File: src/sv/csvs_pkg.sv
package csvs_pkg;

	localparam int BYTE_W   = 8;
	localparam int FIELD_W  = 8;
	localparam int KIND_W   = 2;
	localparam int CFG_IDX_W = 2;
	localparam int CFG_DATA_W = 8;

	localparam int MAX_FIELD_DEF = 128;

	localparam logic [BYTE_W-1:0] CH_COMMA = 8'h2C;
	localparam logic [BYTE_W-1:0] CH_QUOTE = 8'h22;
	localparam logic [BYTE_W-1:0] CH_CR    = 8'h0D;
	localparam logic [BYTE_W-1:0] CH_LF    = 8'h0A;

	localparam logic [FIELD_W-1:0] FIELD_MAX = '1;

	typedef enum logic [KIND_W-1:0] {
		KIND_DATA           = 2'd0,
		KIND_FIELD_END      = 2'd1,
		KIND_DONE_FOUND     = 2'd2,
		KIND_DONE_NOT_FOUND = 2'd3
	} kind_t;

	typedef enum logic [CFG_IDX_W-1:0] {
		CFG_TARGET_FIELD     = 2'd0,
		CFG_STOP_ON_LINE_END = 2'd1,
		CFG_UNUSED_2         = 2'd2,
		CFG_UNUSED_3         = 2'd3
	} cfg_idx_t;

	typedef struct packed {
		kind_t               kind;
		logic [BYTE_W-1:0]   out_byte;
		logic [FIELD_W-1:0]  field_number;
		logic                last;
	} result_t;

	// up to two results produced by one input byte, in order
	typedef struct packed {
		logic    v0;
		logic    v1;
		result_t r0;
		result_t r1;
	} push_t;

	typedef struct packed {
		logic [FIELD_W-1:0] target_field;
		logic               stop_on_line_end;
	} cfg_t;

endpackage

File: src/sv/csvs_intf.sv
interface csvs_in_if;
	logic                          valid;
	logic                          ready;
	logic [csvs_pkg::BYTE_W-1:0]   in_byte;
	logic                          record_end;

	modport source (output valid, output in_byte, output record_end, input ready);
	modport sink   (input valid, input in_byte, input record_end, output ready);
endinterface

interface csvs_out_if;
	logic                          valid;
	logic                          ready;
	logic [csvs_pkg::KIND_W-1:0]   kind;
	logic [csvs_pkg::BYTE_W-1:0]   out_byte;
	logic [csvs_pkg::FIELD_W-1:0]  field_number;
	logic                          last;

	modport source (output valid, output kind, output out_byte, output field_number,
		output last, input ready);
	modport sink   (input valid, input kind, input out_byte, input field_number,
		input last, output ready);
endinterface

interface csvs_cfg_if;
	logic                            valid;
	logic                            ready;
	logic [csvs_pkg::CFG_IDX_W-1:0]  index;
	logic [csvs_pkg::CFG_DATA_W-1:0] data;

	modport source (output valid, output index, output data, input ready);
	modport sink   (input valid, input index, input data, output ready);
endinterface

File: src/sv/csvs_parser.sv
module csvs_parser #(
	parameter int MAX_FIELD = csvs_pkg::MAX_FIELD_DEF
) (
	input  logic                        clk,
	input  logic                        arst_n,
	input  logic                        accept,
	input  logic [csvs_pkg::BYTE_W-1:0] in_byte,
	input  logic                        record_end,
	input  csvs_pkg::cfg_t              cfg,
	output csvs_pkg::push_t             push
);
	localparam int CNT_W = $clog2(MAX_FIELD);
	localparam logic [CNT_W-1:0] CNT_LIMIT = CNT_W'(MAX_FIELD - 1);

	logic                         in_quote_q, in_quote_d;
	logic [csvs_pkg::FIELD_W-1:0] field_index_q, field_index_d;
	logic [CNT_W-1:0]             byte_count_q, byte_count_d;
	logic                         halted_q, halted_d;
	logic                         found_q, found_d;

	logic                         split, in_target, line_end;
	logic                         e_valid;
	csvs_pkg::result_t            e_res, d_res;

	always_comb begin
		split     = (cfg.target_field == '0);
		in_target = split || (({1'b0, field_index_q} + 9'd1) == {1'b0, cfg.target_field});
		line_end  = !in_quote_q && cfg.stop_on_line_end &&
			(in_byte == csvs_pkg::CH_CR || in_byte == csvs_pkg::CH_LF);

		in_quote_d    = in_quote_q;
		field_index_d = field_index_q;
		byte_count_d  = byte_count_q;
		halted_d      = halted_q;
		found_d       = found_q;

		e_valid = 1'b0;
		e_res.kind         = csvs_pkg::KIND_DATA;
		e_res.out_byte     = in_byte;
		e_res.field_number = field_index_q;
		e_res.last         = !record_end;

		if (!halted_q) begin
			if (line_end) begin
				halted_d = 1'b1;
			end else begin
				if (in_target)
					found_d = 1'b1;
				if (in_byte == csvs_pkg::CH_QUOTE) begin
					in_quote_d = !in_quote_q;
				end else if (in_byte == csvs_pkg::CH_COMMA && !in_quote_q) begin
					if (split) begin
						e_valid        = 1'b1;
						e_res.kind     = csvs_pkg::KIND_FIELD_END;
						e_res.out_byte = '0;
					end
					if (field_index_q != csvs_pkg::FIELD_MAX)
						field_index_d = field_index_q + 1'b1;
					byte_count_d = '0;
				end else if (in_target) begin
					if (split) begin
						e_valid = 1'b1;
					end else if (byte_count_q < CNT_LIMIT) begin
						e_valid      = 1'b1;
						byte_count_d = byte_count_q + 1'b1;
					end
				end
			end
		end

		// record done reports the state as left by this byte
		d_res.kind         = found_d ? csvs_pkg::KIND_DONE_FOUND
			: csvs_pkg::KIND_DONE_NOT_FOUND;
		d_res.out_byte     = '0;
		d_res.field_number = field_index_d;
		d_res.last         = 1'b1;

		push.v0 = accept && (e_valid || record_end);
		push.v1 = accept && e_valid && record_end;
		push.r0 = e_valid ? e_res : d_res;
		push.r1 = d_res;

		if (record_end) begin
			in_quote_d    = 1'b0;
			field_index_d = '0;
			byte_count_d  = '0;
			halted_d      = 1'b0;
			found_d       = 1'b0;
		end
	end

	always_ff @(posedge clk or negedge arst_n) begin
		if (!arst_n) begin
			in_quote_q    <= 1'b0;
			field_index_q <= '0;
			byte_count_q  <= '0;
			halted_q      <= 1'b0;
			found_q       <= 1'b0;
		end else if (accept) begin
			in_quote_q    <= in_quote_d;
			field_index_q <= field_index_d;
			byte_count_q  <= byte_count_d;
			halted_q      <= halted_d;
			found_q       <= found_d;
		end
	end

endmodule

File: src/sv/csvs_result_fifo.sv
module csvs_result_fifo (
	input  logic              clk,
	input  logic              arst_n,
	input  csvs_pkg::push_t   push,
	output logic              room,
	output logic              valid,
	input  logic              ready,
	output csvs_pkg::result_t head
);
	localparam int DEPTH = 4;
	localparam int PTR_W = $clog2(DEPTH);

	csvs_pkg::result_t  mem_q [DEPTH];
	logic [PTR_W-1:0]   wr_ptr_q, rd_ptr_q;
	logic [PTR_W:0]     count_q;
	logic               pop;
	logic [1:0]         n_push;

	assign valid  = (count_q != '0);
	assign head   = mem_q[rd_ptr_q];
	assign pop    = valid && ready;
	// two free slots needed so any input byte can be taken
	assign room   = (count_q <= (PTR_W+1)'(DEPTH - 2));
	assign n_push = {1'b0, push.v0} + {1'b0, push.v1};

	always_ff @(posedge clk) begin
		if (push.v0)
			mem_q[wr_ptr_q] <= push.r0;
		if (push.v1)
			mem_q[wr_ptr_q + 1'b1] <= push.r1;
	end

	always_ff @(posedge clk or negedge arst_n) begin
		if (!arst_n) begin
			wr_ptr_q <= '0;
			rd_ptr_q <= '0;
			count_q  <= '0;
		end else begin
			wr_ptr_q <= wr_ptr_q + PTR_W'(n_push);
			if (pop)
				rd_ptr_q <= rd_ptr_q + 1'b1;
			count_q <= count_q + (PTR_W+1)'(n_push) - (PTR_W+1)'(pop);
		end
	end

endmodule

File: src/sv/csv_field_splitter.sv
// CSV field splitter.
// in_ch takes one record byte per request; record_end marks the record's last
// byte. out_ch gives result records: data bytes, field ends (split-all mode)
// and one record-done result per record, with last set on the final result
// of each input byte. cfg_ch writes target_field (index 0) and
// stop_on_line_end (index 1); it is always ready, and writes belong between
// records while the block is idle.
// Results are queued as their input byte is accepted; out_ch shows the
// queue head. Throughput: one input byte per cycle while the four-entry result
// queue has two free slots; output drains one result per cycle, so bytes that
// produce two results limit the sustained rate to one result per cycle.
// Receiver stall: the queue fills and in_ch.ready drops until two slots free;
// nothing is lost or repeated.
// Reset: parse state clears, queue empties, target_field = 0 (split all),
// stop_on_line_end = 1.
module csv_field_splitter #(
	parameter int MAX_FIELD = csvs_pkg::MAX_FIELD_DEF
) (
	input  logic        clk,
	input  logic        arst_n,
	csvs_in_if.sink     in_ch,
	csvs_out_if.source  out_ch,
	csvs_cfg_if.sink    cfg_ch
);
	csvs_pkg::cfg_t    cfg_q;
	csvs_pkg::push_t   push;
	csvs_pkg::result_t head;
	logic              room;
	logic              accept;

	assign cfg_ch.ready = 1'b1;
	assign in_ch.ready  = room;
	assign accept       = in_ch.valid && room;

	always_ff @(posedge clk or negedge arst_n) begin
		if (!arst_n) begin
			cfg_q.target_field     <= '0;
			cfg_q.stop_on_line_end <= 1'b1;
		end else if (cfg_ch.valid) begin
			unique case (csvs_pkg::cfg_idx_t'(cfg_ch.index))
				csvs_pkg::CFG_TARGET_FIELD:
					cfg_q.target_field <= cfg_ch.data[csvs_pkg::FIELD_W-1:0];
				csvs_pkg::CFG_STOP_ON_LINE_END:
					cfg_q.stop_on_line_end <= cfg_ch.data[0];
				default: ;
			endcase
		end
	end

	csvs_parser #(
		.MAX_FIELD(MAX_FIELD)
	) u_parser (
		.clk        (clk),
		.arst_n     (arst_n),
		.accept     (accept),
		.in_byte    (in_ch.in_byte),
		.record_end (in_ch.record_end),
		.cfg        (cfg_q),
		.push       (push)
	);

	csvs_result_fifo u_fifo (
		.clk    (clk),
		.arst_n (arst_n),
		.push   (push),
		.room   (room),
		.valid  (out_ch.valid),
		.ready  (out_ch.ready),
		.head   (head)
	);

	assign out_ch.kind         = head.kind;
	assign out_ch.out_byte     = head.out_byte;
	assign out_ch.field_number = head.field_number;
	assign out_ch.last         = head.last;

endmodule

File: src/flat_wrapper.sv
// flat-port wrapper written by rule: the top's interface ports become plain ports
module csv_field_splitter_flat 
#(
	parameter int MAX_FIELD = csvs_pkg::MAX_FIELD_DEF
)
  (clk, arst_n, in_ch_valid, in_ch_in_byte, in_ch_record_end, in_ch_ready, out_ch_valid, out_ch_kind, out_ch_out_byte, out_ch_field_number, out_ch_last, out_ch_ready, cfg_ch_valid, cfg_ch_index, cfg_ch_data, cfg_ch_ready);
  csvs_in_if in_ch_i ();
  csvs_out_if out_ch_i ();
  csvs_cfg_if cfg_ch_i ();
  input  logic clk;
  input  logic arst_n;
  input wire logic [$bits(in_ch_i.valid)-1:0] in_ch_valid;
  input wire logic [$bits(in_ch_i.in_byte)-1:0] in_ch_in_byte;
  input wire logic [$bits(in_ch_i.record_end)-1:0] in_ch_record_end;
  output wire logic [$bits(in_ch_i.ready)-1:0] in_ch_ready;
  output wire logic [$bits(out_ch_i.valid)-1:0] out_ch_valid;
  output wire logic [$bits(out_ch_i.kind)-1:0] out_ch_kind;
  output wire logic [$bits(out_ch_i.out_byte)-1:0] out_ch_out_byte;
  output wire logic [$bits(out_ch_i.field_number)-1:0] out_ch_field_number;
  output wire logic [$bits(out_ch_i.last)-1:0] out_ch_last;
  input wire logic [$bits(out_ch_i.ready)-1:0] out_ch_ready;
  input wire logic [$bits(cfg_ch_i.valid)-1:0] cfg_ch_valid;
  input wire logic [$bits(cfg_ch_i.index)-1:0] cfg_ch_index;
  input wire logic [$bits(cfg_ch_i.data)-1:0] cfg_ch_data;
  output wire logic [$bits(cfg_ch_i.ready)-1:0] cfg_ch_ready;
  assign in_ch_i.valid = in_ch_valid;
  assign in_ch_i.in_byte = in_ch_in_byte;
  assign in_ch_i.record_end = in_ch_record_end;
  assign in_ch_ready = in_ch_i.ready;
  assign out_ch_valid = out_ch_i.valid;
  assign out_ch_kind = out_ch_i.kind;
  assign out_ch_out_byte = out_ch_i.out_byte;
  assign out_ch_field_number = out_ch_i.field_number;
  assign out_ch_last = out_ch_i.last;
  assign out_ch_i.ready = out_ch_ready;
  assign cfg_ch_i.valid = cfg_ch_valid;
  assign cfg_ch_i.index = cfg_ch_index;
  assign cfg_ch_i.data = cfg_ch_data;
  assign cfg_ch_ready = cfg_ch_i.ready;
  csv_field_splitter #(.MAX_FIELD(MAX_FIELD)) u_core (.clk(clk), .arst_n(arst_n), .in_ch(in_ch_i), .out_ch(out_ch_i), .cfg_ch(cfg_ch_i));
endmodule
File: config.mk
export PLATFORM = sky130hd
export DESIGN_NAME = csv_field_splitter_flat
export DESIGN_NICKNAME = d
export VERILOG_FILES = /design/src/sv/csvs_pkg.sv /design/src/sv/csvs_intf.sv /design/src/sv/csvs_parser.sv /design/src/sv/csvs_result_fifo.sv /design/src/sv/csv_field_splitter.sv /design/src/flat_wrapper.sv
export SDC_FILE = /design/constraint.sdc
export NUM_CORES = 1
export LEC_CHECK = 0
export BUFFER_PORTS_ARGS = -buffer_cell sky130_fd_sc_hd__buf_2
export CORE_MARGIN = 2
export CORE_UTILIZATION = 25
export DETAILED_ROUTE_END_ITERATION = 6
export PLACE_DENSITY = 0.42
export SETUP_SLACK_MARGIN = 0.4
export SYNTH_ARGS = -nofsm -noshare
export SYNTH_HDL_FRONTEND = slang
export SYNTH_HIERARCHICAL = 1
export SYNTH_SLANG_ARGS = --single-unit
File: constraint.sdc
create_clock -name clk -period 6.95 [get_ports clk]
set_clock_uncertainty 0.2 [all_clocks]
set_input_delay 0.3475 -clock clk [delete_from_list [all_inputs] [get_ports clk]]
set_output_delay 0.3475 -clock clk [all_outputs]
set_load 0.02 [all_outputs]
### Word level (Yosys, flattened, before mapping)

Memories as Yosys holds them, arrays and structs flattened.
Cells that the tools add are included.

* flip-flop bits (word level): 34
* memory bits (writable): 76
* bits of input ports: 24
* output and inout port bits: 22
* logic and storage cells: 100
* memories: 1

* $add $sub $neg: 9
* $lt $le $gt $ge: 2
* equality and inequality tests: 11
* mux-type cells: 44
* reduce and logical (&&, ||, !) cells: 23

Memories
* u_core.u_fifo.mem_q: depth 4, width 19, read ports 1, clocked after Yosys merged registers in 0, write ports 2, RTL line csvs_result_fifo.sv:13 `csvs_pkg::result_t mem_q [DEPTH];`

Operators with widths (count)
* $mux W7: 8
* $mux W8: 6
* $mux W9: 5
* $mux W1: 24
* $mux W19: 1
* $eq A8 B4 Y1 const B: 2
* $eq A8 B6 Y1 const B: 2
* $add A8 B1 Y9 const B: 1
* $eq A9 B8 Y1: 1
* $reduce_bool A3 Y1: 3
* $add A8 B1 Y8 const B: 1
* $logic_and A1 B1 Y1: 8
* $logic_not A8 Y1: 1
* $ne A8 B8 Y1 const B: 1
* $add A7 B1 Y7 const B: 1
* $lt A7 B7 Y1 const B: 1
* $reduce_and A7 Y1: 1
* $ne A2 B2 Y1 const B: 3
* $add A2 B1 Y2 const B: 2
* $reduce_and A2 Y1: 2
* $reduce_and A4 Y1: 1
* $add A3 B2 Y3: 1
* $le A3 B2 Y1 const B: 1
* $logic_or A1 B1 Y1: 3
* 8 further kinds: 9

### Logic depth before layout (Yosys ltp)

* depth in word-level cells: 13
* mapped depth: 19
* gate-level depth less buffers: 17

### Modules after synthesis

The synthesis kept the hierarchy.

By module, submodules not included
* csvs_result_fifo: times used 1, cells an instance 224, area each 4152.7 µm², sequential area each 2457.4 µm²
* csvs_parser: times used 1, cells an instance 236, area each 1815.5 µm², sequential area each 450.4 µm²
* csv_field_splitter: times used 1, cells an instance 23, area each 371.6 µm², sequential area each 226.5 µm²

### Least setup slack after synthesis

No wires, ideal clock.

* kind: register to register
* start: register u_core/u_parser/field_index_q[0] (netlist name)
* end: memory u_core/u_fifo/mem_q[2][0] (netlist name) (enable)
* setup time: 421 ps
* arrival time: 3777 ps
* required time: 6329 ps
* setup slack: 2551 ps
* stages on the path, launching flop included: 12
* path through: dfrtp_1 -> ha_1 -> buf_4 -> and3_1 -> a311oi_1 -> o22a_2 -> nand2_1 -> o32a_1 -> buf_2 -> a21oi_1 -> nand2b_1 -> o21ai_0

RTL lines
* from (decl): RTL line csvs_parser.sv:16 `logic [csvs_pkg::FIELD_W-1:0] field_index_q, field_index_d;`
* from (signal assigned): RTL line csvs_parser.sv:101 `field_index_q <= field_index_d;`
* to (decl): RTL line csvs_result_fifo.sv:13

==> impl_metrics.py <==
metrics = {
    "yosys": {
        "yosysSeqAreaShare_pct": 49.4,
        "post-synth-top-area-cell": "edfxtp_1",
        "yosysTopAreaCellShare_pct": 36.0,
        "synth-seq-cells": 110,
        "ys.flop_type": "edfxtp_1",
        "netlist_top_cells_area": "edfxtp_1, mux2_2, dfrtp_1",
        "synth.cells.most_frequent": "edfxtp_1, mux2_2, dfrtp_1",
        "yosys_warnings": 6,
        "syn_inst": 483,
        "synth_enable_flop_cells": 76,
        "avgSynthCellArea_um2": 13.1,
        "yosysMostFrequentCell": "edfxtp_1",
        "syn_area_mm2": 0.00634,
        "synth_cell_types": 67,
        "async_reset_ff_share_pct": 30.9,
    },
    "floorplanning": {
        "rows": 58,
        "die_y_um": 163,
        "io_pins": 46,
        "die_x_um": 163,
        "initial_core_util_pct": 25.3,
        "dieArea_mm2": 0.0266,
        "core_area_mm2": 0.0250,
    },
    "clock_network": {
        "cts_tree": "done",
        "cts_made_buffers": 9,
        "cts.path.max_buffers": 2,
        "cts.sinks": 110,
        "clk_latency_ps": 360,
        "htreeDepth": 3,
        "path_clk_slew_ps": 70,
        "cts_root_buf": "clkbuf_16",
    },
    "detailed_routing": {
        "via_count": 3897,
        "wl_per_cell_um": 17.7,
        "drtIter0Drc": 273,
        "viasPerCell": 4.57,
        "finalWirelength_mm": 15.1,
        "first_pass_iters": 4,
        "drc": 0,
        "final_antenna_net_count": 0,
    },
    "setup_path": {
        "reg2regPathDepth": 17,
        "critPathKind": "reg2reg",
        "cp-end-kind": "register",
        "startpoint_type": "register",
        "cp.required_ps": 6990,
        "crit_path_start": "u_core/u_parser/field_index_q[0]",
        "cp.arrival_ps": 4680,
        "worstPathMaxFanout": 15,
        "reg2reg_from": "u_core/u_parser/field_index_q[0]",
    },
    "cells_and_area": {
        "diodes": 0,
        "multi_input_area_mm2": 0.00291,
        "final_nets": 550,
        "fillCellCount": 2549,
        "register_area_mm2": 0.00313,
        "area_delta_synth_final_pct": 11.6,
        "post_layout_nonfiller_instances": 853,
        "drive_gt1_share_pct": 35.2,
        "stdcell_area_mm2": 0.00707,
    },
    "global_routing": {
        "antenna_found_initial": 0,
        "grt_pass1_wl_mm": 24.3,
        "grt_overflow": 0,
        "grt_max_degree": 35,
        "grt_usage_pct": 12.1,
        "grt_pass1_vias": 4143,
    },
    "timing": {
        "hold_ws_ps": 22.6,
        "max_freq_ghz": 0.215,
        "timing.setup.tns_ps": 0,
        "drv_slew": 0,
        "hold_violations": 0,
        "setup_violations": 0,
        "tightest_slew_ps": 1290,
        "slew_headroom_pct": 14.0,
        "fin_crit_sh_pct": 66.9,
        "rsz0062_at_grt": "no",
        "min_period_ps": 4650,
    },
    "flow_run": {
        "max_cap_violations": 0,
    },
    "min_path": {
        "hold_start": "cfg_ch_data[6]",
        "whs_path_depth": 2,
        "hold_path.class": "in2reg",
    },
    "power": {
        "peakVddDrop_v": 0.000117,
        "p_leak_nw": 2.62,
        "power_density_mw_per_mm2": 291,
    },
    "place": {
        "port-buffer-count": 44,
        "hpwl_mm": 10.4,
        "gp_congestion": 0.755,
        "placed_area_mm2": 0.00678,
        "dp.cells": 836,
    },
    "outcome": {
        "outcome": "completed",
    },
}
-- per-stage QoR --
step | utilization (%) | setup slack (ps) | total power (W)
3_3_place_gp | 27.1 | 2470 | 0.00157
2_1_floorplan | - | 2550 | 0.00138
5_1_grt | 28.3 | 1920 | 0.00220
6_report | 28.3 | 2300 | 0.00206
3_5_place_dp | 27.1 | 2290 | 0.00158
4_1_cts | 28.3 | 2290 | 0.00210
-- layout make-up --
cell class                      instances  area share (%)
Sequential cell                       110            44.3
Multi-Input combinational cell        332            41.2
Clock buffer                            9            3.18
Clock inverter                          7           0.796
Timing Repair Buffer                   52            4.00
Tap cell                              330            5.84
Inverter                               13           0.690
-- worst paths after layout --
kind | to | slack [ps]
hold reg to reg | u_core/u_parser/in_quote_q | 270
max in group asynchronous | u_core/u_parser/field_index_q[0] | 5600
min in group asynchronous | u_core/u_fifo/rd_ptr_q[1] | 420
setup / recovery | u_core/u_fifo/count_q[2] | 2300
setup reg to reg | u_core/u_fifo/count_q[2] | 2300
hold / removal | u_core/cfg_q[7] | 20
-- repair_timing --
action / CTS / global route
hold endpoints to repair: 33 / 0
hold buffers: 1 / 0
resized for setup: 0 / 0
setup buffers: 0 / 0
-- critical path, cell delays in order (launching register included) --
cell and delay, ps:
dfrtp_1 470, ha_1 380, and3_1 300, nand3_1 180, o21ai_0 220, o22a_2 220, nand2_1 90, o32a_1 560
nor2_1 380, ha_1 340, inv_1 80, ha_1 220, inv_1 50, ha_1 140, inv_1 50, fa_1 360
xor2_1 160, xnor2_1 130
-- logic make-up (layout without fill, tap and decap cells) --
kind of cell / Yosys count / in the layout / share of synthesized area (%)
flops: 110 / 110 / 49.4
simple gates: 124 / 124 / 11.0
buf+inv: 49 / 81 / 5.19
mux: 108 / 108 / 23.1
other cells: 3 / 11 / 0.178
xor+xnor: 25 / 25 / 3.57
fa+ha+maj: 8 / 8 / 1.70
compound gates: 56 / 56 / 5.78
-- cell usage in the layout (no fill, tap or decap), types with 12 or more instances in the layout --
cell type	netlist	layout
edfxtp_1	76	76
mux2_2	74	74
buf_2	6	44
dfrtp_1	33	33
nand2_1	31	31
nor2_1	24	24
mux4_2	19	19
inv_1	13	13
xnor2_1	12	12
xor2_1	12	12
o21ai_0	14	12
-- state kept, by name, indices dropped and copies added, names as in the netlist --
name and cells:
u_core/cfg_q 9, u_core/u_fifo/count_q 3, u_core/u_fifo/mem_q 76, u_core/u_fifo/rd_ptr_q 2, u_core/u_fifo/wr_ptr_q 2, u_core/u_parser/byte_count_q 7
u_core/u_parser/field_index_q 8, u_core/u_parser/found_q 1, u_core/u_parser/halted_q 1, u_core/u_parser/in_quote_q 1
-- where the power goes --
group | total, W | internal, W | switching (W)
Sequential | 0.000880 | 0.000785 | 0.0000949
Combinational | 0.000675 | 0.000300 | 0.000374
Clock | 0.000504 | 0.000249 | 0.000255
-- layer usage --
metal  routed length, um  vias to the layer above  global-route usage [%]  share of wire (%)
met5                   0                        -                       0                  0
met4                 158                        0                    3.30                1.0
met3                 538                       12                    2.79                3.6
met2                7190                       67                    19.9                 48
met1                7170                     1963                    16.0                 48
li1                    -                     1855                       -                  -
Note: power is estimated with default switching activity, not from simulation.
